===== src/etpb_pkg.sv =====
// ----------------------------------------------------------------------------
// etpb_pkg
// shared types, constants and index helpers for the tensor pull-back block
// ----------------------------------------------------------------------------
package etpb_pkg;

  // opcodes of an input beat
  typedef enum logic [1:0] {
    OP_LOAD_F  = 2'd0,
    OP_LOAD_S  = 2'd1,
    OP_COMPUTE = 2'd2
  } etpb_op_t;

  // store layout: stiffness at 0..35, deformation gradient after it
  localparam int unsigned S_DEPTH   = 36;
  localparam int unsigned F_BASE    = S_DEPTH;
  localparam int unsigned ST_DEPTH  = S_DEPTH + 9;
  localparam int unsigned ST_AW     = $clog2(ST_DEPTH);
  localparam int unsigned RES_DEPTH = 36;
  localparam int unsigned RES_AW    = $clog2(RES_DEPTH);
  localparam int unsigned FP_W      = 64;

  localparam logic [63:0] FP_DNAN = 64'hFFF8_0000_0000_0000;
  localparam logic [63:0] FP_QBIT = 64'h0008_0000_0000_0000;

  typedef struct packed {
    logic [1:0]  opcode;
    logic [2:0]  row;
    logic [2:0]  col;
    logic [63:0] value;
  } etpb_in_t;

  typedef struct packed {
    logic [2:0]  out_row;
    logic [2:0]  out_col;
    logic [63:0] out_value;
    logic        last;
  } etpb_out_t;

  // status of an arithmetic unit
  typedef struct packed {
    logic busy;
    logic done;
  } etpb_ustat_t;

  function automatic logic [1:0] pair_first(input logic [2:0] v);
    logic [1:0] p;
    unique case (v)
      3'd1, 3'd4: p = 2'd1;
      3'd2:       p = 2'd2;
      default:    p = 2'd0;
    endcase
    return p;
  endfunction

  function automatic logic [1:0] pair_second(input logic [2:0] v);
    logic [1:0] p;
    unique case (v)
      3'd1, 3'd3:       p = 2'd1;
      3'd2, 3'd4, 3'd5: p = 2'd2;
      default:          p = 2'd0;
    endcase
    return p;
  endfunction

  function automatic logic [2:0] voigt_of(input logic [1:0] x, input logic [1:0] y);
    logic [3:0] k;
    logic [2:0] v;
    k = {x, y};
    unique case (k)
      4'b00_00:           v = 3'd0;
      4'b01_01:           v = 3'd1;
      4'b10_10:           v = 3'd2;
      4'b00_01, 4'b01_00: v = 3'd3;
      4'b01_10, 4'b10_01: v = 3'd4;
      default:            v = 3'd5;
    endcase
    return v;
  endfunction

  // row-major 6x6 address
  function automatic logic [5:0] v_addr(input logic [2:0] r, input logic [2:0] c);
    return 6'(r) * 6'd6 + 6'(c);
  endfunction

  function automatic logic [ST_AW-1:0] f_addr(input logic [1:0] r, input logic [1:0] c);
    return ST_AW'(F_BASE) + ST_AW'(r) * ST_AW'(3) + ST_AW'(c);
  endfunction

endpackage


===== src/etpb_ram.sv =====
// ----------------------------------------------------------------------------
// etpb_ram
// simple dual-port ram, one write and one registered read per cycle
// ----------------------------------------------------------------------------
module etpb_ram import etpb_pkg::*; #(
  parameter int unsigned WIDTH = FP_W,
  parameter int unsigned DEPTH = ST_DEPTH,
  localparam int unsigned AW   = $clog2(DEPTH)
) (
  input  logic             clk,
  input  logic             we,
  input  logic [AW-1:0]    waddr,
  input  logic [WIDTH-1:0] wdata,
  input  logic [AW-1:0]    raddr,
  output logic [WIDTH-1:0] rdata
);

  logic [WIDTH-1:0] mem [DEPTH];
  logic [WIDTH-1:0] rdata_r;

  always_ff @(posedge clk) begin
    if (we) begin
      mem[waddr] <= wdata;
    end
    rdata_r <= mem[raddr];
  end

  assign rdata = rdata_r;

endmodule


===== config.mk =====
export PLATFORM = sky130hd
export DESIGN_NAME = etpb_ram
export DESIGN_NICKNAME = d
export VERILOG_FILES = /design/src/etpb_pkg.sv /design/src/etpb_ram.sv
export SDC_FILE = /design/constraint.sdc
export NUM_CORES = 2
export LEC_CHECK = 0
export BUFFER_PORTS_ARGS = -buffer_cell sky130_fd_sc_hd__buf_2
export CAP_MARGIN = 20
export CORE_ASPECT_RATIO = 1.25
export CORE_MARGIN = 2
export CORE_UTILIZATION = 60
export CTS_CLUSTER_SIZE = 40
export DETAILED_ROUTE_END_ITERATION = 6
export PLACE_DENSITY = 0.86
export SYNTH_ARGS = -nofsm -noshare
export SYNTH_HDL_FRONTEND = slang
export SYNTH_SLANG_ARGS = --single-unit

===== constraint.sdc =====
create_clock -name clk -period 8.9 [get_ports clk]
set_input_delay 2.225 -clock clk [delete_from_list [all_inputs] [get_ports clk]]
set_output_delay 2.225 -clock clk [all_outputs]
set_load 0.005 [all_outputs]

Yosys cells after proc, flatten, opt, wreduce, memory -nomap -nowiden --
Memory sizes are Yosys's and may differ from the RTL's. A register that Yosys moved wholly into a read port is not among the register bits. Index checks and enable logic that the tools add are counted.
Storage, ports and cells: bits in registers 0, bits in writable memories 2880, input bits 78, output and inout port bits 64, logic and storage cells 3, memories 1
Cells by class: multiplexer cells 2
Memories:
- mem | words 45, width 64, read ports 1, clocked after Yosys merged registers in 1, wr ports 1, RTL line etpb_ram.sv:18 | logic [WIDTH-1:0] mem [DEPTH];
Operators with widths (count):
- 1-bit 2-to-1 mux | 2

Logic depth before layout (Yosys ltp) --
depth after elaboration 2, mapped depth 10, depth with buffers taken out 5

Worst setup path after synthesis --
No wires, ideal clock.
path type input to register, from input port we, to memory mem[16][0] (netlist bit) (enable), setup time 0.565 ns, arrival time 7.361 ns, data required time 8.335 ns, path slack 0.975 ns, stages on the path 3, buffers on the path 0, cells stage by stage nor2b_1 -> or3b_2 -> nor3_1
On the way: word-level cells in the longest chain between the ends 2
RTL lines:
- start: declaration | RTL line etpb_ram.sv:11 | input logic we,
- 1-bit 2-to-1 mux | RTL line etpb_ram.sv:22 | if (we) begin
- 1-bit 2-to-1 mux (implied by the code) | RTL line etpb_ram.sv:23 | mem[waddr] <= wdata;
- end: declaration | RTL line etpb_ram.sv:18
Every way passes these cells.

==> impl_metrics.csv <==
group,metric,value,unit
detailed_routing,firstDrtPassIters,7,
global_routing,globalRouteOverflowTotal,0,
placement,io_buffer_count,141,
placement,placedInstanceArea,115000,um^2
pwr,vdd_ir_drop_max,0.000182,V
die,die_h,486,um
die,initial_utilization,60.2,%
placement,pre_cts_ws,3130,ps
synthesis,syn_inst,5281,
clock_network,cts_tree,"done",
synthesis,postSynth.asyncResetShare,0,%
clock_network,clock_tree.htree_level_count,4,
global_routing,globalRouteTotalUtil,32.2,%
detailed_routing,drtIter0Drc,10100,
synthesis,synthesized_area_per_cell,21.2,um^2
sta,setup_skew,67.5,ps
synthesis,synth_top_area_share,77.4,%
detailed_routing,drt_via_density,7.27,
run_status,failed_checks,"DRC",
global_routing,grt_pass1_vias,60600,
die,die_area,190000,um^2
finish,nNetsFinal,5564,
sta,final.min_clock_period,5200,ps
sta,hold_viol_final,0,
global_routing,pin_count_of_the_biggest_net_entering_global_routing,118,
finish,filler_cell_count,10400,
clock_network,post_cts.repair.setup_buffers,0,
finish,postLayoutCellArea,123000,um^2
finish,stdcell_count,8131,
run_status,outcome,"complete, but fails checks",
synthesis,synth_seq_area_share,78.6,%
synthesis,ys.flop_type,"sky130_fd_sc_hd__edfxtp_1",
detailed_routing,final_routed_wirelength,305000,um
die,fp-row-count,177,
sta,max_clock_freq,0.192,GHz
clock_network,clkSinkCount,2944,
sta,setup_tns,0,ps
sta,min_period_over_period,58.4,%
sta,rsz0062_at_grt,"no",
setup_path,crit_path_end_kind,"flop",
setup_path,critPathBufInv,3,
die,floorplan.die.width,390,um
flow_run,maxCapViolCount,0,
sta,setup_violations,0,
global_routing,grt_antenna_before_repair,29,
setup_path,crit_start_category,"input port",
synthesis,post_synth_main_area_contributors,"sky130_fd_sc_hd__edfxtp_1 (77%), sky130_fd_sc_hd__mux4_2 (9.3%), sky130_fd_sc_hd__mux2i_1 (5.8%)",
synthesis,post_synth_edffs,2880,
die,core-area,186000,um^2
sta,worstMarginPinSlew,1270,ps
clock_network,clkTransAtPathRegs,70,ps
setup_path,cp_data_required_time,9620,ps
synthesis,synth-warning-count,0,
setup_path,cp.arrival,5910,ps
placement,routabilityCongestion,0.791,
setup_path,worst_path_largest_cell_delay,940,ps
setup_path,path_delay_family,"buffers and inverters",
detailed_routing,drc,13,
synthesis,synthDistinctLibCells,39,
sta,slew_headroom,15.1,%
pwr,total_leakage_power,40.0,nW
detailed_routing,post_drt_wl_per_cell,37.5,um
synthesis,synth_largest_area_cell,"sky130_fd_sc_hd__edfxtp_1",
placement,dp.cells,7659,
setup_path,critPathMaxFanout,81,
detailed_routing,routed-via-count,59100,
clock_network,cts_hold_buffers,0,
synthesis,synthesis.area,112000,um^2
setup_path,timing.critical_path.cells,"buf_8 -> buf_4 -> buf_4 -> mux4_2 -> nor2b_1 -> o311ai_0 -> o311ai_0",
clock_network,clock_insertion_delay_worst_skew,900,ps
clock_network,post_cts_resize_count,0,
clock_network,cts_max_path_buffers,3,
clock_network,numCtsBuffers,239,
finish,post_route_cells_drive_above_1_share,20.0,%
worst_hold_path,hold_class,"reg2reg",
clock_network,cts-root-buf,"sky130_fd_sc_hd__clkbuf_16",
synthesis,postSynthRegisterBits,2944,
pwr,power-per-cell-area,221,nW/um^2
global_routing,global_route_wire_length_before_repair,432000,um
setup_path,criticalPathCategory,"in2reg",
setup_path,critical_path.slowest_cell,"sky130_fd_sc_hd__buf_4",
finish,area_added_between_synthesis_and_finish,10.3,%
sta,final_critical_path_setup_slack,3700,ps
die,ioPinCount,142,
synthesis,number_of_nets_in_the_synthesized_netlist,5359,
placement,dp_hpwl,144000,um
detailed_routing,ant_nets,0,
sta,slew_viol_final,0,
## through the flow
stage	power [W]	util, %	hold WS, ps
after floorplan	0.0164	-	629
after global placement	0.0169	62.2	643
after detailed placement	0.0170	62.2	667
after CTS	0.0272	66.4	680
after global routing	0.0278	66.4	694
final	0.0272	66.4	676
## where the power goes
group	total, W	switching (W)	leakage (nW)	internal [W]
Combinational	0.00132	0.000851	9.77	0.000465
Clock	0.0105	0.00492	3.78	0.00560
Sequential	0.0154	0.0000771	26.4	0.0153
Total	0.0272	0.00584	40.0	0.0214
## cells in the mapped netlist (all sizes together), types with 2 or more instances
library cell and instances:
edfxtp 2880, or4 20, buf 170, nor3 89
o22ai 110, mux4 463, nand4 3, nand3 10
nand2b 8, a211o 30, clkbuf 135, mux2 2
nor2 117, o21bai 2, a21oi 66, a211oi 101
or3 2, a22oi 127, o21ai 72, o311ai 22
or2 3, nand3b 2, nor4 9, nor2b 58
nand2 58, mux2i 651, dfxtp 64
## worst register-to-register path: stages (launching register included)
cell                       delay, ps
sky130_fd_sc_hd__edfxtp_1        360
sky130_fd_sc_hd__mux4_2          470
sky130_fd_sc_hd__nor2b_1         150
sky130_fd_sc_hd__o311ai_0        640
sky130_fd_sc_hd__o311ai_0        330
## routing by layer
layer | vias up | global-route usage [%] | wire length, um
met2 | 5682 | 51.4 | 148000
met4 | 28 | 18.6 | 19100
met1 | 29800 | 40.1 | 94000
li1 | 22400 | - | -
met5 | - | 0 | 186
met3 | 1266 | 8.47 | 43500
## final cells by class
class	count	area [um^2]	area share (%)
Antenna cell	18	45.0	0.0365
Clock buffer	303	6370	5.17
Clock inverter	149	1320	1.07
Multi-Input combinational cell	2032	22800	18.5
Sequential cell	2944	87800	71.2
Tap cell	2416	3020	2.45
Timing Repair Buffer	269	1910	1.55
## sequential cells by signal, indices dropped and copies added (netlist names)
signal  count
mem      2880
rdata      64
## cell families (layout without fill, tap and decap cells)
group | after synthesis | count (layout) | synth area share, %
buffers and inverters | 305 | 721 | 1.37
AND/OR/NAND/NOR | 382 | 382 | 1.67
flip-flops | 2944 | 2944 | 78.6
other | 0 | 18 | 0
multiplexers | 1116 | 1116 | 15.2
AO/OA/AOI/OAI | 534 | 534 | 3.22
## final timing paths
kind,from,to,slack [ps],cells after the start
worst max-delay path,raddr[1],rdata[8],3700,7
worst min-delay path,mem[44][5],rdata[5],680,2
worst min register to register,mem[44][5],rdata[5],680,2
worst max register to register,mem[19][18],rdata[18],6750,4
## placed cells by master, fill, tap and decap left out, drive strengths merged, types with 2 or more instances in the layout
cell | netlist | layout
nor2b | 58 | 58
or4 | 20 | 20
mux4 | 463 | 463
edfxtp | 2880 | 2880
nor3 | 89 | 89
o22ai | 110 | 110
or2 | 3 | 3
nor4 | 9 | 9
clkinvlp | 0 | 9
o21ai | 72 | 72
nand3b | 2 | 2
a22oi | 127 | 127
a211o | 30 | 30
o21bai | 2 | 2
nand2b | 8 | 8
a211oi | 101 | 101
a21oi | 66 | 66
buf | 170 | 269
bufinv | 0 | 18
inv | 0 | 6
mux2i | 651 | 651
nand4 | 3 | 3
nand3 | 10 | 10
clkbuf | 135 | 303
nor2 | 117 | 117
dfxtp | 64 | 64
or3 | 2 | 2
diode | 0 | 18
mux2 | 2 | 2
nand2 | 58 | 58
o311ai | 22 | 22
clkinv | 0 | 116
(Power assumes the default switching activity.)
