### config.mk
export PLATFORM = sky130hd
export DESIGN_NAME = etpb_fmul
export DESIGN_NICKNAME = d
export VERILOG_FILES = /design/src/etpb_pkg.sv /design/src/etpb_fmul.sv
export SDC_FILE = /design/constraint.sdc
export NUM_CORES = 2
export LEC_CHECK = 0
export BUFFER_PORTS_ARGS = -buffer_cell sky130_fd_sc_hd__buf_2
export CAP_MARGIN = 0
export CORE_UTILIZATION = 40
export CTS_BUF_LIST = sky130_fd_sc_hd__clkbuf_4 sky130_fd_sc_hd__clkbuf_8 sky130_fd_sc_hd__clkbuf_16
export CTS_CLUSTER_SIZE = 25
export DETAILED_ROUTE_END_ITERATION = 6
export PLACE_DENSITY = 0.54
export SLEW_MARGIN = 10
export SYNTH_ARGS = -nofsm -noshare
export SYNTH_HDL_FRONTEND = slang
export SYNTH_SLANG_ARGS = --single-unit
### constraint.sdc
create_clock -name clk -period 16 [get_ports clk]
set_input_delay 3.2 -clock clk [delete_from_list [all_inputs] [get_ports clk]]
set_output_delay 3.2 -clock clk [all_outputs]
set_load 0.02 [all_outputs]
### src/etpb_pkg.sv
// ----------------------------------------------------------------------------
// etpb_pkg
// shared types, constants and index helpers for the tensor pull-back block
// ----------------------------------------------------------------------------
package etpb_pkg;

  // opcodes of an input beat
  typedef enum logic [1:0] {
    OP_LOAD_F  = 2'd0,
    OP_LOAD_S  = 2'd1,
    OP_COMPUTE = 2'd2
  } etpb_op_t;

  // store layout: stiffness at 0..35, deformation gradient after it
  localparam int unsigned S_DEPTH   = 36;
  localparam int unsigned F_BASE    = S_DEPTH;
  localparam int unsigned ST_DEPTH  = S_DEPTH + 9;
  localparam int unsigned ST_AW     = $clog2(ST_DEPTH);
  localparam int unsigned RES_DEPTH = 36;
  localparam int unsigned RES_AW    = $clog2(RES_DEPTH);
  localparam int unsigned FP_W      = 64;

  localparam logic [63:0] FP_DNAN = 64'hFFF8_0000_0000_0000;
  localparam logic [63:0] FP_QBIT = 64'h0008_0000_0000_0000;

  typedef struct packed {
    logic [1:0]  opcode;
    logic [2:0]  row;
    logic [2:0]  col;
    logic [63:0] value;
  } etpb_in_t;

  typedef struct packed {
    logic [2:0]  out_row;
    logic [2:0]  out_col;
    logic [63:0] out_value;
    logic        last;
  } etpb_out_t;

  // status of an arithmetic unit
  typedef struct packed {
    logic busy;
    logic done;
  } etpb_ustat_t;

  function automatic logic [1:0] pair_first(input logic [2:0] v);
    logic [1:0] p;
    unique case (v)
      3'd1, 3'd4: p = 2'd1;
      3'd2:       p = 2'd2;
      default:    p = 2'd0;
    endcase
    return p;
  endfunction

  function automatic logic [1:0] pair_second(input logic [2:0] v);
    logic [1:0] p;
    unique case (v)
      3'd1, 3'd3:       p = 2'd1;
      3'd2, 3'd4, 3'd5: p = 2'd2;
      default:          p = 2'd0;
    endcase
    return p;
  endfunction

  function automatic logic [2:0] voigt_of(input logic [1:0] x, input logic [1:0] y);
    logic [3:0] k;
    logic [2:0] v;
    k = {x, y};
    unique case (k)
      4'b00_00:           v = 3'd0;
      4'b01_01:           v = 3'd1;
      4'b10_10:           v = 3'd2;
      4'b00_01, 4'b01_00: v = 3'd3;
      4'b01_10, 4'b10_01: v = 3'd4;
      default:            v = 3'd5;
    endcase
    return v;
  endfunction

  // row-major 6x6 address
  function automatic logic [5:0] v_addr(input logic [2:0] r, input logic [2:0] c);
    return 6'(r) * 6'd6 + 6'(c);
  endfunction

  function automatic logic [ST_AW-1:0] f_addr(input logic [1:0] r, input logic [1:0] c);
    return ST_AW'(F_BASE) + ST_AW'(r) * ST_AW'(3) + ST_AW'(c);
  endfunction

endpackage

### src/etpb_fmul.sv
// ----------------------------------------------------------------------------
// etpb_fmul
// iterative double multiplier, four 27x27 partial products, round to nearest even
// ----------------------------------------------------------------------------
module etpb_fmul import etpb_pkg::*; (
  input  logic        clk,
  input  logic        rst_n,
  input  logic        start,
  input  logic [63:0] op_a,
  input  logic [63:0] op_b,
  output logic [63:0] res,
  output etpb_ustat_t stat
);

  typedef enum logic [5:0] {
    M_IDLE   = 6'b000001,
    M_MULT   = 6'b000010,
    M_NORM   = 6'b000100,
    M_DENORM = 6'b001000,
    M_ROUND  = 6'b010000,
    M_DONE   = 6'b100000
  } mul_state_t;

  mul_state_t         st_r, st_nxt;
  logic [52:0]        ma_r, ma_nxt, mb_r, mb_nxt;
  logic [105:0]       p_r, p_nxt;
  logic [53:0]        pp_r, pp_nxt;
  logic [6:0]         sh_r, sh_nxt;
  logic [2:0]         cnt_r, cnt_nxt;
  logic signed [12:0] x_r, x_nxt;
  logic               sgn_r, sgn_nxt, stk_r, stk_nxt;
  logic [63:0]        res_r, res_nxt;

  logic [10:0] ea, eb, ea_eff, eb_eff;
  logic [51:0] fa, fb;
  logic        a_nan, b_nan, a_inf, b_inf, a_zero, b_zero;
  logic [26:0] sel_a, sel_b;
  logic [6:0]  sel_sh;
  logic [10:0] expf;
  logic        rnd_inc;
  logic [62:0] rnd_w;

  assign ea     = op_a[62:52];
  assign eb     = op_b[62:52];
  assign fa     = op_a[51:0];
  assign fb     = op_b[51:0];
  assign a_nan  = (ea == 11'h7FF) && (fa != '0);
  assign b_nan  = (eb == 11'h7FF) && (fb != '0);
  assign a_inf  = (ea == 11'h7FF) && (fa == '0);
  assign b_inf  = (eb == 11'h7FF) && (fb == '0);
  assign a_zero = (ea == '0) && (fa == '0);
  assign b_zero = (eb == '0) && (fb == '0);
  assign ea_eff = (ea == '0) ? 11'd1 : ea;
  assign eb_eff = (eb == '0) ? 11'd1 : eb;

  // partial product select
  always_comb begin
    unique case (cnt_r[1:0])
      2'd0: begin sel_a = ma_r[26:0];         sel_b = mb_r[26:0];         sel_sh = 7'd0;  end
      2'd1: begin sel_a = ma_r[26:0];         sel_b = {1'b0, mb_r[52:27]}; sel_sh = 7'd27; end
      2'd2: begin sel_a = {1'b0, ma_r[52:27]}; sel_b = mb_r[26:0];         sel_sh = 7'd27; end
      default: begin
        sel_a = {1'b0, ma_r[52:27]}; sel_b = {1'b0, mb_r[52:27]}; sel_sh = 7'd54;
      end
    endcase
  end

  assign expf    = p_r[105] ? x_r[10:0] : 11'd0;
  assign rnd_inc = p_r[52] & ((|p_r[51:0]) | stk_r | p_r[53]);
  assign rnd_w   = {expf, p_r[104:53]} + 63'(rnd_inc);

  always_comb begin
    st_nxt  = st_r;
    ma_nxt  = ma_r;
    mb_nxt  = mb_r;
    p_nxt   = p_r;
    pp_nxt  = pp_r;
    sh_nxt  = sh_r;
    cnt_nxt = cnt_r;
    x_nxt   = x_r;
    sgn_nxt = sgn_r;
    stk_nxt = stk_r;
    res_nxt = res_r;
    unique case (st_r)
      M_IDLE: begin
        if (start) begin
          sgn_nxt = op_a[63] ^ op_b[63];
          st_nxt  = M_DONE;
          priority if (a_nan) begin
            res_nxt = op_a | FP_QBIT;
          end else if (b_nan) begin
            res_nxt = op_b | FP_QBIT;
          end else if ((a_inf && b_zero) || (a_zero && b_inf)) begin
            res_nxt = FP_DNAN;
          end else if (a_inf || b_inf) begin
            res_nxt = {op_a[63] ^ op_b[63], 11'h7FF, 52'd0};
          end else if (a_zero || b_zero) begin
            res_nxt = {op_a[63] ^ op_b[63], 63'd0};
          end else begin
            ma_nxt  = {ea != '0, fa};
            mb_nxt  = {eb != '0, fb};
            x_nxt   = $signed({2'b00, ea_eff}) + $signed({2'b00, eb_eff}) - 13'sd1022;
            p_nxt   = '0;
            cnt_nxt = '0;
            stk_nxt = 1'b0;
            st_nxt  = M_MULT;
          end
        end
      end
      M_MULT: begin
        if (cnt_r < 3'd4) begin
          pp_nxt = {27'd0, sel_a} * {27'd0, sel_b};
          sh_nxt = sel_sh;
        end
        if (cnt_r != 3'd0) begin
          p_nxt = p_r + ({52'd0, pp_r} << sh_r);
        end
        cnt_nxt = cnt_r + 3'd1;
        if (cnt_r == 3'd4) begin
          st_nxt = M_NORM;
        end
      end
      M_NORM: begin
        if (p_r[105]) begin
          st_nxt = (x_r >= 13'sd1) ? M_ROUND : M_DENORM;
        end else if (p_r[105:98] == '0) begin
          p_nxt = p_r << 8;
          x_nxt = x_r - 13'sd8;
        end else begin
          p_nxt = p_r << 1;
          x_nxt = x_r - 13'sd1;
        end
      end
      M_DENORM: begin
        priority if (x_r >= 13'sd1) begin
          st_nxt = M_ROUND;
        end else if (x_r < -13'sd120) begin
          // far below the subnormal range, all bits end up sticky
          stk_nxt = 1'b1;
          p_nxt   = '0;
          x_nxt   = 13'sd1;
          st_nxt  = M_ROUND;
        end else if (x_r <= -13'sd7) begin
          stk_nxt = stk_r | (|p_r[7:0]);
          p_nxt   = p_r >> 8;
          x_nxt   = x_r + 13'sd8;
        end else begin
          stk_nxt = stk_r | p_r[0];
          p_nxt   = p_r >> 1;
          x_nxt   = x_r + 13'sd1;
        end
      end
      M_ROUND: begin
        if (x_r >= 13'sd2047) begin
          res_nxt = {sgn_r, 11'h7FF, 52'd0};
        end else begin
          res_nxt = {sgn_r, rnd_w};
        end
        st_nxt = M_DONE;
      end
      M_DONE: begin
        st_nxt = M_IDLE;
      end
      default: begin
        st_nxt = M_IDLE;
      end
    endcase
  end

  always_ff @(posedge clk) begin
    if (!rst_n) begin
      st_r <= M_IDLE;
    end else begin
      st_r <= st_nxt;
    end
    ma_r  <= ma_nxt;
    mb_r  <= mb_nxt;
    p_r   <= p_nxt;
    pp_r  <= pp_nxt;
    sh_r  <= sh_nxt;
    cnt_r <= cnt_nxt;
    x_r   <= x_nxt;
    sgn_r <= sgn_nxt;
    stk_r <= stk_nxt;
    res_r <= res_nxt;
  end

  assign res       = res_r;
  assign stat.busy = (st_r != M_IDLE);
  assign stat.done = (st_r == M_DONE);

endmodule

## Yosys cells after proc, flatten, opt, wreduce, memory -nomap -nowiden

Index checks and enable logic that the tools add are counted.

- Bits of input ports: 131
- Output and inout port bits: 66
- Logic and storage cells: 174
- Bits in registers: 361

- Equal/unequal tests: 25
- Reductions and logical operators: 42
- Add/sub/neg operators: 9
- Bitwise logic cells: 11
- Mux-type cells: 68
- Multipliers: 1
- $lt $le $gt $ge: 5
- Shift-type cells: 1

Operators with widths:

| kind | count |
|---|---|
| $mux W106 | 10 |
| $pmux W106 S4 | 1 |
| $mux W64 | 6 |
| $mux W105 | 2 |
| $mux W13 | 11 |
| $pmux W64 S2 | 1 |
| $add A106 B106 Y106 | 1 |
| $shl A54 B7 Y106 | 1 |
| $logic_not A52 Y1 | 2 |
| $reduce_bool A52 Y1 | 2 |
| $add A63 B1 Y63 | 1 |
| $mux W63 | 1 |
| $mux W6 | 10 |
| $mul A27 B27 Y54 | 1 |
| $mux W27 | 2 |
| $reduce_or A52 Y1 | 1 |
| $pmux W13 S3 | 1 |
| $mux W11 | 3 |
| $pmux W6 S5 | 1 |
| $eq A11 B11 Y1 const B | 2 |
| $logic_not A11 Y1 | 2 |
| $ne A2 B2 Y1 const B | 11 |
| $reduce_bool A11 Y1 | 2 |
| $mux W3 | 6 |
| other kinds (49) | 81 |

## Longest topological paths before layout

- Depth in word-level cells: 11
- Depth in mapped cells: 34
- Mapped depth without buffers: 30

## Least setup slack after synthesis

Ideal clock, no wire load.

- Path kind: input to register
- Start: input port op_a[0]
- End: register p_r[0] (enable)
- Setup time: 0.570 ns
- Path slack: 6.341 ns
- Arrival time: 9.089 ns
- Stages on the path: 9
- Cells stage by stage: nor4_1 -> nand4_1 -> nor4_1 -> nor2b_1 -> clkbuf_1 -> o21ai_0 -> nand2_1 -> a21o_1 -> nor2_1

- Longest elaborated chain between the ends: 6

Ends and longest elaborated chain:

| item | RTL line | source |
|---|---|---|
| start, declared | etpb_fmul.sv:9 | `input logic [63:0] op_a,` |
| $logic_not A52 Y1 | etpb_fmul.sv:49, etpb_fmul.sv:51 |  |
| $logic_and A1 B1 Y1, on equally long branches | etpb_fmul.sv:49, etpb_fmul.sv:51 |  |
| $logic_and A1 B1 Y1 | etpb_fmul.sv:93 | `end else if ((a_inf && b_zero) \|\| (a_zero && b_inf)) begin` |
| $logic_or A1 B1 Y1 | etpb_fmul.sv:93 |  |
| $ne A2 B2 Y1 (no source line) | -- |  |
| $reduce_and A10 Y1 (no source line) * | -- |  |
| end signal, assigned | etpb_fmul.sv:178 | `p_r <= p_nxt;` |
| end, declared | etpb_fmul.sv:26 | `logic [105:0] p_r, p_nxt;` |

Every way passes the cells marked *; elsewhere a longest branch is shown, timed or not.
A chain may end at the register's enable or synchronous reset.

## Final worst setup path

- Start: register cnt_r[0]
- End: register pp_r[49] (data pin)

- Longest elaborated chain between the ends: 4

Ends and longest elaborated chain:

| item | RTL line | source |
|---|---|---|
| start, declared | etpb_fmul.sv:29 | `logic [2:0] cnt_r, cnt_nxt;` |
| start signal, assigned | etpb_fmul.sv:181 | `cnt_r <= cnt_nxt;` |
| $eq A2 B1 Y1, or another cell as far along | etpb_fmul.sv:58 | `unique case (cnt_r[1:0])` |
| $reduce_or A2 Y1 (no source line) | -- |  |
| $mux W27 | etpb_fmul.sv:58 |  |
| $mul A27 B27 Y54 * | etpb_fmul.sv:112 | `pp_nxt = {27'd0, sel_a} * {27'd0, sel_b};` |
| end signal, assigned | etpb_fmul.sv:179 | `pp_r <= pp_nxt;` |
| end, declared | etpb_fmul.sv:27 | `logic [53:0] pp_r, pp_nxt;` |

Marked as above.

==> metrics.txt <==
# hold bufs at CTS 0; Routed Wire Length 207000 um; status finished, final reports clean; worst hold start sgn_r; Routed Antenna Nets 0; ranking of synthesized cells by area fa_1 (24%), edfxtp_1 (20%), ha_1 (7.8%); cell area after synthesis 52900 sq um; # clock sinks 357; met2 wire length 91700 um; CP max stage delay 960 ps; top sig layer met5; Worst Skew 28.8 ps; DP HPWL 166000 um; number of synthesized flops with an enable pin 351; most used cell, CP fa_1; H-tree levels 2; wire per inst 26.8 um; Die Wd 366 um; Initial Util 0.403; setup repair bufs after CTS 0; vias in the first global route 45100; CTS tree done; register area 10700 sq um; core region area 131000 sq um; Port Buffers 196; Period minus WS final 10310 ps; area fraction of the dominant cell type after synthesis 0.237; WS Path Type flop to flop; Slowest-stage cell, CP mux2i_1; final setup margin 5690 ps; WP data arrival 10660 ps; # DRC 0; Worst setup EP type flop; # IOs 197; Most used DFF post-synth edfxtp_1; Worst-Margin Slew 1230 ps; # resized after CTS 0; Synth Instances 5981; post-synth cell types 95; Worst Setup Start Kind flop; synthesized flop and latch total 357; 1st-pass router iterations 6; initial antenna violation count 9; largest net degree at the start of global routing 143; Hold Path Class flop to flop; Clock Pin Slew Worst Setup and Hold Paths 60 ps; Vias 45700; Fill cells 13000; Period Utilization, post-route 0.644; Final nets 7033; area grow syn2layout 7.59%; Setup WS pre-CTS 5840 ps; GPL Wtd Cong 0.984; hold slack 533 ps; fraction of layout cells with a size suffix above 1 0.0855; drt first-iter violations 5164; Rows 133; Congestion Overflow GR 0; setup_tns 0 ps; Synth Warn # 0; met1 WL 90600 um; die footprint 134000 sq um; first-pass GRT wire length 305000 um; met3 WL 18900 um; max cap viols 0; Via density 5.91; Synth Area per Inst 8.85 sq um; Num CTS Buffers 41; Slew HR 0.176; clock root buffer master clkbuf_16; CP required 16350 ps; syn nets 7068; achievable frequency 97.0 MHz; Pins Over Slew Limit 0; CP startpoint cnt_r[0]; cell taking the most area after synthesis fa_1; final hold violation count 0; multi-input logic area 37900 sq um; final setup fails 0; post-synthesis sequential area ratio 0.201; unrepaired setup endpoints after global routing no; R2R Path Start cnt_r[0]; die height 366 um; clock latency at the later pin of the worst-skew pair 630 ps; CTS max path bufs 3; asr flop ratio synth 0; Max Fanout on Critical Path 53; overall routing resource usage 0.304
[cells by family after synthesis]
group                      synth area share
and+or+nand+nor                       0.151
buffers and inverters                0.0859
AOI/OAI and AO/OA                     0.128
adders and majority gates             0.315
muxes                                0.0828
DFF                                   0.201
xor gates and xnor gates             0.0364
[routing by layer]
layer | vias up | global-route usage
met5 | - | 0
met4 | 10 | 0.0812
met3 | 295 | 0.0559
met2 | 2188 | 0.469
met1 | 23100 | 0.436
li1 | 20100 | -
[state kept, by name, indices dropped and copies added, names as in the netlist]
register and count:
ma_r 53, p_r 106, pp_r 54, x_r 13
stk_r 1, mb_r 53, st_r 6, res 64
cnt_r 3, sh_r 3, sgn_r 1
[layout make-up]
| class | instances | share of cell area |
|---|---|---|
| repair buffers | 286 | 0.0295 |
| well taps | 1755 | 0.0386 |
| clock buffers | 46 | 0.0187 |
| inverters | 815 | 0.0538 |
| clock inverters | 27 | 0.00695 |
| diodes | 3 | 0.000132 |
| flip-flops and latches | 357 | 0.187 |
| multi-input cells | 4445 | 0.665 |
[placed cells by master, fill, tap and decap left out, drive strengths merged, types with 39 or more instances in the layout]
| master | n |
|---|---|
| o22ai | 66 |
| o221ai | 83 |
| and2 | 49 |
| clkbuf | 46 |
| inv | 817 |
| buf | 286 |
| fa | 626 |
| a21oi | 297 |
| nor2 | 489 |
| ha | 330 |
| nand3 | 80 |
| nand2 | 890 |
| nand4 | 81 |
| a22oi | 61 |
| edfxtp | 351 |
| mux2i | 296 |
| nor4 | 63 |
| xor2 | 90 |
| mux2 | 60 |
| o21ai | 204 |
| a21o | 72 |
| o21bai | 39 |
| xnor2 | 130 |
| nor3 | 52 |
[final timing paths]
check        endpoint  slack (ps)  cells past startpoint
max          pp_r[49]        5690                     28
min           res[63]         530                      2
max reg2reg  pp_r[49]        5690                     28
min reg2reg   res[63]         530                      2
[synthesized netlist by cell type, types with 25 or more instances]
| cell type | n |
|---|---|
| buf_1 | 64 |
| a21o_1 | 71 |
| ha_1 | 330 |
| nand4_1 | 79 |
| mux2i_1 | 296 |
| o21bai_1 | 39 |
| a22oi_1 | 61 |
| xnor2_1 | 130 |
| o22ai_1 | 66 |
| inv_1 | 815 |
| a31oi_1 | 30 |
| fa_1 | 626 |
| nor3_1 | 51 |
| o22a_1 | 25 |
| nor4_1 | 62 |
| nand3_1 | 80 |
| nand2_1 | 890 |
| o21ai_0 | 197 |
| edfxtp_1 | 351 |
| xor2_1 | 90 |
| mux4_2 | 33 |
| a21oi_1 | 296 |
| o221ai_1 | 83 |
| clkbuf_1 | 276 |
| and3_1 | 32 |
| mux2_2 | 60 |
| and2_1 | 47 |
| nor2_1 | 489 |
[per-stage QoR]
step | cells | util | cell area [sq um]
after floorplan | 5981 | - | 52900
after CTS | 7731 | 0.433 | 56900
after detailed placement | 7658 | 0.422 | 55500
final | 7734 | 0.434 | 56900
after global routing | 7731 | 0.434 | 56900
after global placement | 7658 | 0.422 | 55500
[critical path: cells and delay by family (launching register included)]
family,cells,cell delay [ps]
flip-flops,1,400
adder cells (fa/ha/maj),9,4240
buffers and inverters,6,970
multiplexers,1,960
AND/OR/NAND/NOR,4,540
XOR/XNOR,1,100
AO/OA/AOI/OAI,7,2720
Power is not shown: default switching activity piles up to over one toggle a cycle in this logic, so the estimate is an artifact.
