$ cat src/etpb_pkg.sv
// ----------------------------------------------------------------------------
// etpb_pkg
// shared types, constants and index helpers for the tensor pull-back block
// ----------------------------------------------------------------------------
package etpb_pkg;

  // opcodes of an input beat
  typedef enum logic [1:0] {
    OP_LOAD_F  = 2'd0,
    OP_LOAD_S  = 2'd1,
    OP_COMPUTE = 2'd2
  } etpb_op_t;

  // store layout: stiffness at 0..35, deformation gradient after it
  localparam int unsigned S_DEPTH   = 36;
  localparam int unsigned F_BASE    = S_DEPTH;
  localparam int unsigned ST_DEPTH  = S_DEPTH + 9;
  localparam int unsigned ST_AW     = $clog2(ST_DEPTH);
  localparam int unsigned RES_DEPTH = 36;
  localparam int unsigned RES_AW    = $clog2(RES_DEPTH);
  localparam int unsigned FP_W      = 64;

  localparam logic [63:0] FP_DNAN = 64'hFFF8_0000_0000_0000;
  localparam logic [63:0] FP_QBIT = 64'h0008_0000_0000_0000;

  typedef struct packed {
    logic [1:0]  opcode;
    logic [2:0]  row;
    logic [2:0]  col;
    logic [63:0] value;
  } etpb_in_t;

  typedef struct packed {
    logic [2:0]  out_row;
    logic [2:0]  out_col;
    logic [63:0] out_value;
    logic        last;
  } etpb_out_t;

  // status of an arithmetic unit
  typedef struct packed {
    logic busy;
    logic done;
  } etpb_ustat_t;

  function automatic logic [1:0] pair_first(input logic [2:0] v);
    logic [1:0] p;
    unique case (v)
      3'd1, 3'd4: p = 2'd1;
      3'd2:       p = 2'd2;
      default:    p = 2'd0;
    endcase
    return p;
  endfunction

  function automatic logic [1:0] pair_second(input logic [2:0] v);
    logic [1:0] p;
    unique case (v)
      3'd1, 3'd3:       p = 2'd1;
      3'd2, 3'd4, 3'd5: p = 2'd2;
      default:          p = 2'd0;
    endcase
    return p;
  endfunction

  function automatic logic [2:0] voigt_of(input logic [1:0] x, input logic [1:0] y);
    logic [3:0] k;
    logic [2:0] v;
    k = {x, y};
    unique case (k)
      4'b00_00:           v = 3'd0;
      4'b01_01:           v = 3'd1;
      4'b10_10:           v = 3'd2;
      4'b00_01, 4'b01_00: v = 3'd3;
      4'b01_10, 4'b10_01: v = 3'd4;
      default:            v = 3'd5;
    endcase
    return v;
  endfunction

  // row-major 6x6 address
  function automatic logic [5:0] v_addr(input logic [2:0] r, input logic [2:0] c);
    return 6'(r) * 6'd6 + 6'(c);
  endfunction

  function automatic logic [ST_AW-1:0] f_addr(input logic [1:0] r, input logic [1:0] c);
    return ST_AW'(F_BASE) + ST_AW'(r) * ST_AW'(3) + ST_AW'(c);
  endfunction

endpackage

$ cat src/etpb_fadd.sv
// ----------------------------------------------------------------------------
// etpb_fadd
// iterative double adder, sticky alignment, round to nearest even
// ----------------------------------------------------------------------------
module etpb_fadd import etpb_pkg::*; (
  input  logic        clk,
  input  logic        rst_n,
  input  logic        start,
  input  logic [63:0] op_a,
  input  logic [63:0] op_b,
  output logic [63:0] res,
  output etpb_ustat_t stat
);

  typedef enum logic [5:0] {
    A_IDLE  = 6'b000001,
    A_ALIGN = 6'b000010,
    A_SUM   = 6'b000100,
    A_NORM  = 6'b001000,
    A_ROUND = 6'b010000,
    A_DONE  = 6'b100000
  } add_state_t;

  add_state_t  st_r, st_nxt;
  logic [55:0] mx_r, mx_nxt, my_r, my_nxt;
  logic [56:0] s_r, s_nxt;
  logic [11:0] e_r, e_nxt;
  logic [10:0] cnt_r, cnt_nxt;
  logic        sgn_r, sgn_nxt, sub_r, sub_nxt;
  logic [63:0] res_r, res_nxt;

  logic [10:0] ea, eb, ex_eff, ey_eff;
  logic [51:0] fa, fb;
  logic        a_nan, b_nan, a_inf, b_inf, a_zero, b_zero, a_big;
  logic [63:0] x, y;
  logic [56:0] sum;
  logic [10:0] expf;
  logic        rnd_inc;
  logic [62:0] rnd_w;

  assign ea     = op_a[62:52];
  assign eb     = op_b[62:52];
  assign fa     = op_a[51:0];
  assign fb     = op_b[51:0];
  assign a_nan  = (ea == 11'h7FF) && (fa != '0);
  assign b_nan  = (eb == 11'h7FF) && (fb != '0);
  assign a_inf  = (ea == 11'h7FF) && (fa == '0);
  assign b_inf  = (eb == 11'h7FF) && (fb == '0);
  assign a_zero = (ea == '0) && (fa == '0);
  assign b_zero = (eb == '0) && (fb == '0);

  // larger magnitude goes to x
  assign a_big  = (op_a[62:0] >= op_b[62:0]);
  assign x      = a_big ? op_a : op_b;
  assign y      = a_big ? op_b : op_a;
  assign ex_eff = (x[62:52] == '0) ? 11'd1 : x[62:52];
  assign ey_eff = (y[62:52] == '0) ? 11'd1 : y[62:52];

  assign sum = sub_r ? ({1'b0, mx_r} - {1'b0, my_r}) : ({1'b0, mx_r} + {1'b0, my_r});

  assign expf    = s_r[55] ? e_r[10:0] : 11'd0;
  assign rnd_inc = s_r[2] & ((|s_r[1:0]) | s_r[3]);
  assign rnd_w   = {expf, s_r[54:3]} + 63'(rnd_inc);

  always_comb begin
    st_nxt  = st_r;
    mx_nxt  = mx_r;
    my_nxt  = my_r;
    s_nxt   = s_r;
    e_nxt   = e_r;
    cnt_nxt = cnt_r;
    sgn_nxt = sgn_r;
    sub_nxt = sub_r;
    res_nxt = res_r;
    unique case (st_r)
      A_IDLE: begin
        if (start) begin
          st_nxt = A_DONE;
          priority if (a_nan) begin
            res_nxt = op_a | FP_QBIT;
          end else if (b_nan) begin
            res_nxt = op_b | FP_QBIT;
          end else if (a_inf && b_inf && (op_a[63] != op_b[63])) begin
            res_nxt = FP_DNAN;
          end else if (a_inf) begin
            res_nxt = op_a;
          end else if (b_inf) begin
            res_nxt = op_b;
          end else if (a_zero && b_zero) begin
            res_nxt = {op_a[63] & op_b[63], 63'd0};
          end else if (a_zero) begin
            res_nxt = op_b;
          end else if (b_zero) begin
            res_nxt = op_a;
          end else begin
            mx_nxt  = {x[62:52] != '0, x[51:0], 3'b000};
            my_nxt  = {y[62:52] != '0, y[51:0], 3'b000};
            cnt_nxt = ex_eff - ey_eff;
            e_nxt   = {1'b0, ex_eff};
            sgn_nxt = x[63];
            sub_nxt = x[63] ^ y[63];
            st_nxt  = A_ALIGN;
          end
        end
      end
      A_ALIGN: begin
        priority if (cnt_r == '0) begin
          st_nxt = A_SUM;
        end else if (cnt_r >= 11'd56) begin
          my_nxt  = {55'd0, |my_r};
          cnt_nxt = '0;
        end else if (cnt_r >= 11'd8) begin
          my_nxt  = {8'd0, my_r[55:9], my_r[8] | (|my_r[7:0])};
          cnt_nxt = cnt_r - 11'd8;
        end else begin
          my_nxt  = {1'b0, my_r[55:2], my_r[1] | my_r[0]};
          cnt_nxt = cnt_r - 11'd1;
        end
      end
      A_SUM: begin
        s_nxt = sum;
        if (sum == '0) begin
          // exact cancellation rounds to plus zero
          res_nxt = 64'd0;
          st_nxt  = A_DONE;
        end else begin
          st_nxt = A_NORM;
        end
      end
      A_NORM: begin
        priority if (s_r[56]) begin
          s_nxt  = {1'b0, s_r[56:2], s_r[1] | s_r[0]};
          e_nxt  = e_r + 12'd1;
          st_nxt = A_ROUND;
        end else if (!s_r[55] && (e_r > 12'd1)) begin
          if ((s_r[55:48] == '0) && (e_r > 12'd8)) begin
            s_nxt = s_r << 8;
            e_nxt = e_r - 12'd8;
          end else begin
            s_nxt = s_r << 1;
            e_nxt = e_r - 12'd1;
          end
        end else begin
          st_nxt = A_ROUND;
        end
      end
      A_ROUND: begin
        if (e_r >= 12'd2047) begin
          res_nxt = {sgn_r, 11'h7FF, 52'd0};
        end else begin
          res_nxt = {sgn_r, rnd_w};
        end
        st_nxt = A_DONE;
      end
      A_DONE: begin
        st_nxt = A_IDLE;
      end
      default: begin
        st_nxt = A_IDLE;
      end
    endcase
  end

  always_ff @(posedge clk) begin
    if (!rst_n) begin
      st_r <= A_IDLE;
    end else begin
      st_r <= st_nxt;
    end
    mx_r  <= mx_nxt;
    my_r  <= my_nxt;
    s_r   <= s_nxt;
    e_r   <= e_nxt;
    cnt_r <= cnt_nxt;
    sgn_r <= sgn_nxt;
    sub_r <= sub_nxt;
    res_r <= res_nxt;
  end

  assign res       = res_r;
  assign stat.busy = (st_r != A_IDLE);
  assign stat.done = (st_r == A_DONE);

endmodule

$ cat config.mk
export PLATFORM = sky130hd
export DESIGN_NAME = etpb_fadd
export DESIGN_NICKNAME = d
export VERILOG_FILES = /design/src/etpb_pkg.sv /design/src/etpb_fadd.sv
export SDC_FILE = /design/constraint.sdc
export NUM_CORES = 1
export LEC_CHECK = 0
export BUFFER_PORTS_ARGS = -buffer_cell sky130_fd_sc_hd__buf_2
export CORE_MARGIN = 3
export CORE_UTILIZATION = 40
export DETAILED_ROUTE_END_ITERATION = 16
export PLACE_DENSITY = 0.63
export SLEW_MARGIN = 20
export SYNTH_ARGS = -nofsm -noshare
export SYNTH_HDL_FRONTEND = slang
export SYNTH_SLANG_ARGS = --single-unit
$ cat constraint.sdc
create_clock -name clk -period 16.6 [get_ports clk]
set_clock_uncertainty 0.15 [all_clocks]
set_input_delay 2.49 -clock clk [delete_from_list [all_inputs] [get_ports clk]]
set_output_delay 2.49 -clock clk [all_outputs]
set_load 0.005 [all_outputs]
# Yosys cells after proc, flatten, opt, wreduce, memory -nomap -nowiden
# Index checks and enable logic that the tools add are counted.
dict set report classes {
  addsub 9
  multipliers 0
  div_mod_pow 0
  n_lt_le_gt_ge 6
  eq_ne 25
  n_shift 0
  n_mux 75
  n_bitwise 15
  reduce_logical 38
}
# cell n
set op_table {}
lappend op_table {{64-bit two-way mux} 12}
lappend op_table {{56-bit two-way mux} 10}
lappend op_table {{57-bit two-way mux} 4}
lappend op_table {{64-bit case mux with 3 select lines} 1}
lappend op_table {{11-bit two-way mux} 15}
lappend op_table {{12-bit two-way mux} 12}
lappend op_table {{57-bit case mux with 2 select lines} 1}
lappend op_table {{56-bit case mux with 2 select lines} 1}
lappend op_table {{55-bit two-way mux} 2}
lappend op_table {{52-bit logical NOT} 2}
lappend op_table {{52-bit nonzero test} 2}
lappend op_table {{6-bit two-way mux} 13}
lappend op_table {{63-bit by 1-bit adder with 63-bit output} 1}
lappend op_table {{63-bit >= comparator} 1}
lappend op_table {{63-bit two-way mux} 1}
lappend op_table {{56-bit by 56-bit adder with 57-bit output} 1}
lappend op_table {{57-bit logical NOT} 1}
lappend op_table {{56-bit by 56-bit subtractor with 57-bit output} 1}
lappend op_table {{56-bit OR reduction} 1}
lappend op_table {{11-bit logical NOT} 5}
lappend op_table {{6-bit case mux with 5 select lines} 1}
lappend op_table {{2-bit inequality test, second input constant} 12}
lappend op_table {{12-bit case mux with 2 select lines} 1}
lappend op_table {{11-bit == test, second input constant} 2}
lappend op_table {{39 further kinds} 65}
dict set report word_totals {
  reg_bits 261
  latch_bits 0
  mem_bits_rw 0
  romBits 0
  out_inout_bits 66
  elab_cells 178
  memories 0
}

# Depth between registers and ports, before layout
dict set report depth {
  depth_word 15
  ltp_mapped 29
  depth_no_buf 27
}

# Worst setup path after synthesis
# No wires, ideal clock.
dict set report synth_path {
  path_kind {in2reg}
  from {input op_b[51]}
  to {register res_r[0], in the netlist res[0], enable pin}
  arrival_time_ps 8221
  required_ps 15885
  slack_ps 7665
  cell_stages 9
  path_buffers 0
  path_cell_list {nor4_1 -> nand4_1 -> nor4_1 -> nand2_1 -> nand2_1 -> nor2_1 -> inv_1 -> a31oi_1 -> nor3_1}
}
dict set report synth_between {
  elab_chain_len 6
}
# item line
set synth_rtl {}
lappend synth_rtl {{from (decl)} etpb_fadd.sv:10} ;# input logic [63:0] op_b,
lappend synth_rtl {{52-bit logical NOT} {etpb_fadd.sv:48, etpb_fadd.sv:50}}
lappend synth_rtl {{1-bit logical AND} etpb_fadd.sv:48} ;# assign b_inf = (eb == 11'h7FF) && (fb == '0);
lappend synth_rtl {{1-bit logical AND (2 in a row)} etpb_fadd.sv:83} ;# end else if (a_inf && b_inf && (op_a[63] != op_b[63])) begin
lappend synth_rtl {{9-bit inequality test (no source line) *} --}
lappend synth_rtl {{4-bit AND reduction (no source line) *} --}
lappend synth_rtl {{to (signal assigned)} etpb_fadd.sv:177} ;# res_r <= res_nxt;
lappend synth_rtl {{to (decl)} etpb_fadd.sv:30} ;# logic [63:0] res_r, res_nxt;
# Mark *: on every way between the ends. The rest lies on a longest branch, timed or not.
# A chain may end at the register's enable or synchronous reset.

# Final worst setup path
dict set report layout_path {
  from {input op_a[26]}
  to {register cnt_r[10], data pin}
}
dict set report layout_between {
  elab_chain_len 15
}
# item line
set layout_rtl {}
lappend layout_rtl {{from (decl)} etpb_fadd.sv:9} ;# input logic [63:0] op_a,
lappend layout_rtl {{63-bit >= comparator *} etpb_fadd.sv:53} ;# assign a_big = (op_a[62:0] >= op_b[62:0]);
lappend layout_rtl {{64-bit two-way mux, on equally long branches} {etpb_fadd.sv:54, etpb_fadd.sv:55}}
lappend layout_rtl {{11-bit logical NOT, on equally long branches} {etpb_fadd.sv:56, etpb_fadd.sv:57}}
lappend layout_rtl {{11-bit two-way mux, on equally long branches} {etpb_fadd.sv:56, etpb_fadd.sv:57}}
lappend layout_rtl {{11-bit subtractor *} etpb_fadd.sv:98} ;# cnt_nxt = ex_eff - ey_eff;
lappend layout_rtl {{11-bit two-way mux *} etpb_fadd.sv:93} ;# end else if (b_zero) begin
lappend layout_rtl {{11-bit two-way mux *} etpb_fadd.sv:91} ;# end else if (a_zero) begin
lappend layout_rtl {{11-bit two-way mux *} etpb_fadd.sv:89} ;# end else if (a_zero && b_zero) begin
lappend layout_rtl {{11-bit two-way mux *} etpb_fadd.sv:87} ;# end else if (b_inf) begin
lappend layout_rtl {{11-bit two-way mux *} etpb_fadd.sv:85} ;# end else if (a_inf) begin
lappend layout_rtl {{11-bit two-way mux *} etpb_fadd.sv:83}
lappend layout_rtl {{11-bit two-way mux *} etpb_fadd.sv:81} ;# end else if (b_nan) begin
lappend layout_rtl {{11-bit two-way mux *} etpb_fadd.sv:79} ;# priority if (a_nan) begin
lappend layout_rtl {{11-bit two-way mux *} etpb_fadd.sv:77} ;# if (start) begin
lappend layout_rtl {{11-bit case mux with 2 select lines *} etpb_fadd.sv:75} ;# unique case (st_r)
lappend layout_rtl {{via cnt_nxt[10]} etpb_fadd.sv:28} ;# logic [10:0] cnt_r, cnt_nxt;
lappend layout_rtl {{to (signal assigned)} etpb_fadd.sv:174} ;# cnt_r <= cnt_nxt;
lappend layout_rtl {{to (decl)} etpb_fadd.sv:28}
# The timed path passes the listed nets; every way through them passes the cells marked *. The select of a mux whose other input is x is not followed.

==> run_results.csv <==
group,metric,value,unit
run_status,outcome,"complete, no violations",
yosys,synth_nets,3318,
power,power_density,114,nW/um^2
critical_path,r2r-start,"my_r[13]",
clock_network,clk_latency,590,ps
global_routing,grt_pass1_vias,23300,
global_routing,grtUsageTotal,0.294,
floorplanning,rows,91,
critical_path,reg2reg_depth,15,
yosys,synthArstFlopShare,0,
global_routing,antenna_found_initial,8,
critical_path,crit_end,"cnt_r[10]",
hold_path,min_from,"my_r[0]",
global_routing,grt_max_degree,94,
critical_path,cp.arrival,7790,ps
sta,tns,0,ps
cells_and_area,drive_above_1_share,0.121,
critical_path,reg2reg_to,"res[8]",
yosys,ys_seq_elements,261,
yosys,ys_types,102,
placement,place_congestion,1.02,
yosys,yosysSeqAreaShare,0.310,
yosys,avgSynthCellArea,8.39,sq um
power,seqPwrFrac,0.300,
sta,final.period_utilization,0.461,
placement,io_buffer_count,196,
cells_and_area,multi_input_area,15800,sq um
critical_path,r2r_slack,10260,ps
routing,vias_per_cell,6.40,
power,combPwrFrac,0.485,
critical_path,end_kind,"flop",
critical_path,start_kind,"input pin",
clock_network,cts-buffers-inserted,28,
power,internal_power,1720,uW
clock_network,clk_pin_slew,70,ps
floorplanning,die_width,256,um
clock_network,postCtsSetupRepairBufs,0,
sta,timing.fmax,131,MHz
sta,setup_viol,0,
routing,first_pass_iters,8,
cells_and_area,area_growth,9.68,%
yosys,syn_inst,2991,
floorplanning,start_util,0.406,
critical_path,crit_fanout,26,
power,p_sw_frac,0.451,
global_routing,grt.overflow.total,0,
hold_path,min-delay-path-class,"reg2reg",
critical_path,path_class,"in2reg",
routing,avgRoutedWirePerCell,26.0,um
routing,dr_total_vias,25100,
clock_network,cts_resized,0,
floorplanning,chipHeight,256,um
critical_path,critPathRequiredTime,16740,ps
placement,hpwl,79200,um
sta,worst_pin_slew,1190,ps
cells_and_area,fillers,6217,
yosys,ys_warn_count,0,
power,clkPwrFrac,0.215,
sta,min_period,7650,ps
yosys,synth_flop_cell,"edfxtp_1",
clock_network,cts.hold.buffers_added,0,
floorplanning,die_area,65700,sq um
clock_network,clkSinkCount,261,
power,total_power,3130,uW
power,cellLeakagePower,0.0106,uW
clock_network,clockBufferDepth,3,
routing,ant_nets,0,
cells_and_area,final_nets,3390,
cells_and_area,final_common_cell,"a21oi_1",
routing,route.detailed.drc,0,
floorplanning,io_pins,197,
run,max-cap-violations,0,
sta,finalHoldViolCount,0,
clock_network,cts_tree,"done",
clock_network,htreeDepth,1,
yosys,synth-edff-count,255,
clock_network,root_buffer,"clkbuf_16",
global_routing,grt_pass1_wl,149000,um
sta,rsz0062_at_grt,"false",
power,worst_ir_drop_vdd,0.0774,mV
cells_and_area,regArea,7780,sq um
routing,wirelength,102000,um
floorplanning,core,61800,sq um
power,p_switching,1410,uW
routing,initialDrtViolationCount,3029,
yosys,netlist_area,25100,sq um
sta,drv_slew,0,
sta,relSlewSlack,0.201,
critical_path,crit_path_start,"op_a[26]",
cells_and_area,final_cell_mix,"a21oi_1, edfxtp_1, nand2_1",
[through the flow]
| stage | setup WS [ps] | instances | hold WS, ps | util | cell area [sq um] |
|---|---|---|---|---|---|
| 6_report | 8950 | 3926 | 503 | 0.445 | 27500 |
| 3_5_place_dp | 8410 | 3870 | 474 | 0.429 | 26500 |
| 3_3_place_gp | 8460 | 3870 | 458 | 0.429 | 26500 |
| 5_1_grt | 8560 | 3922 | 523 | 0.445 | 27500 |
| 4_1_cts | 9000 | 3922 | 493 | 0.445 | 27500 |
| 2_1_floorplan | 7660 | 2991 | 386 | - | 25100 |
[synthesized netlist by cell type, drive strengths merged (7+ instances only)]
cell type / number / area (sq um)
nor2b: 34 / 223
nand3: 84 / 425
or4: 9 / 75.1
o211ai: 19 / 153
o21ai: 195 / 995
nand2: 257 / 967
nor4: 85 / 589
nor4b: 8 / 82.6
buf: 55 / 368
a21oi: 290 / 1480
or3: 15 / 93.8
xnor2: 76 / 666
a221oi: 46 / 439
clkbuf: 125 / 469
nor2: 239 / 900
a211oi: 31 / 243
mux2: 37 / 417
nand2b: 15 / 93.8
ha: 194 / 2430
o2111ai: 9 / 85.1
a21boi: 8 / 60.1
xor2: 52 / 455
edfxtp: 255 / 7660
o21a: 14 / 105
a21o: 45 / 338
or2: 10 / 62.6
and3: 27 / 169
nand4: 65 / 413
o311ai: 11 / 114
nor3: 46 / 240
and2: 9 / 56.3
inv: 209 / 785
o22ai: 128 / 801
mux2i: 80 / 801
o31ai: 21 / 163
a31oi: 20 / 125
a2111oi: 7 / 118
a22oi: 54 / 405
o21bai: 19 / 143
[registers in the layout, indices dropped and copies added, names as in the netlist]
signal  cells
sub_r       1
mx_r       53
my_r       56
sgn_r       1
s_r        57
res        64
e_r        12
st_r        6
cnt_r      11
[routing by layer]
metal | routed length [um] | GRT usage | share of wire | up-vias
li1 | - | - | - | 11400
met1 | 40200 | 0.388 | 0.39 | 12000
met2 | 45900 | 0.472 | 0.45 | 1456
met3 | 9400 | 0.0401 | 0.092 | 252
met4 | 6400 | 0.151 | 0.063 | 2
met5 | 15 | 0 | 0.00015 | -
[worst min path at each step]
stage / end / slack, ps / depth (start not counted)
after global placement: s_r[1] / 460 / 2
after floorplan: s_r[0] / 390 / 2
after detailed placement: s_r[1] / 470 / 2
after CTS: s_r[1] / 490 / 2
after global routing: s_r[0] / 520 / 2
final: s_r[0] / 500 / 2
[cells by family after synthesis]
group | synth area share
AO/OA/AOI/OAI | 0.250
XOR/XNOR | 0.0447
adder cells (fa/ha/maj) | 0.0984
buffers and inverters | 0.0647
flip-flops | 0.310
multiplexers | 0.0485
AND/OR/NAND/NOR | 0.184
[cell type report]
class / count / share of cell area
Inverter: 209 / 0.0285
Sequential cell: 261 / 0.283
Clock inverter: 19 / 0.00841
Multi-Input combinational cell: 2341 / 0.573
Antenna cell: 4 / 0.000364
Timing Repair Buffer: 222 / 0.0428
Clock buffer: 33 / 0.0262
Tap cell: 837 / 0.0381
[power by group through the flow]
| stage | clock (uW) | sequential (uW) | combinational [uW] |
|---|---|---|---|
| after floorplan | 0 | 909 | 1010 |
| after global placement | 0 | 948 | 1470 |
| after detailed placement | 0 | 948 | 1470 |
| after CTS | 679 | 936 | 1480 |
| after global routing | 707 | 944 | 1620 |
| final | 674 | 939 | 1520 |
[worst max-delay path, cell delays in order]
cell and delay, ps:
buf_2 200, ha_1 330, nand4_1 80, or3_1 410, or3_1 420, a2111oi_0 570
nor4_2 210, o211ai_1 280, buf_4 360, mux2_2 420, fa_1 470, nand2_1 90
nand2_1 50, a21oi_1 220, o21bai_1 90, a21oi_1 240, o21bai_1 90, a21oi_1 230
o21bai_1 90, a21oi_1 180, xnor2_1 140, o22ai_1 100
Note: power is estimated with default switching activity, not from simulation.
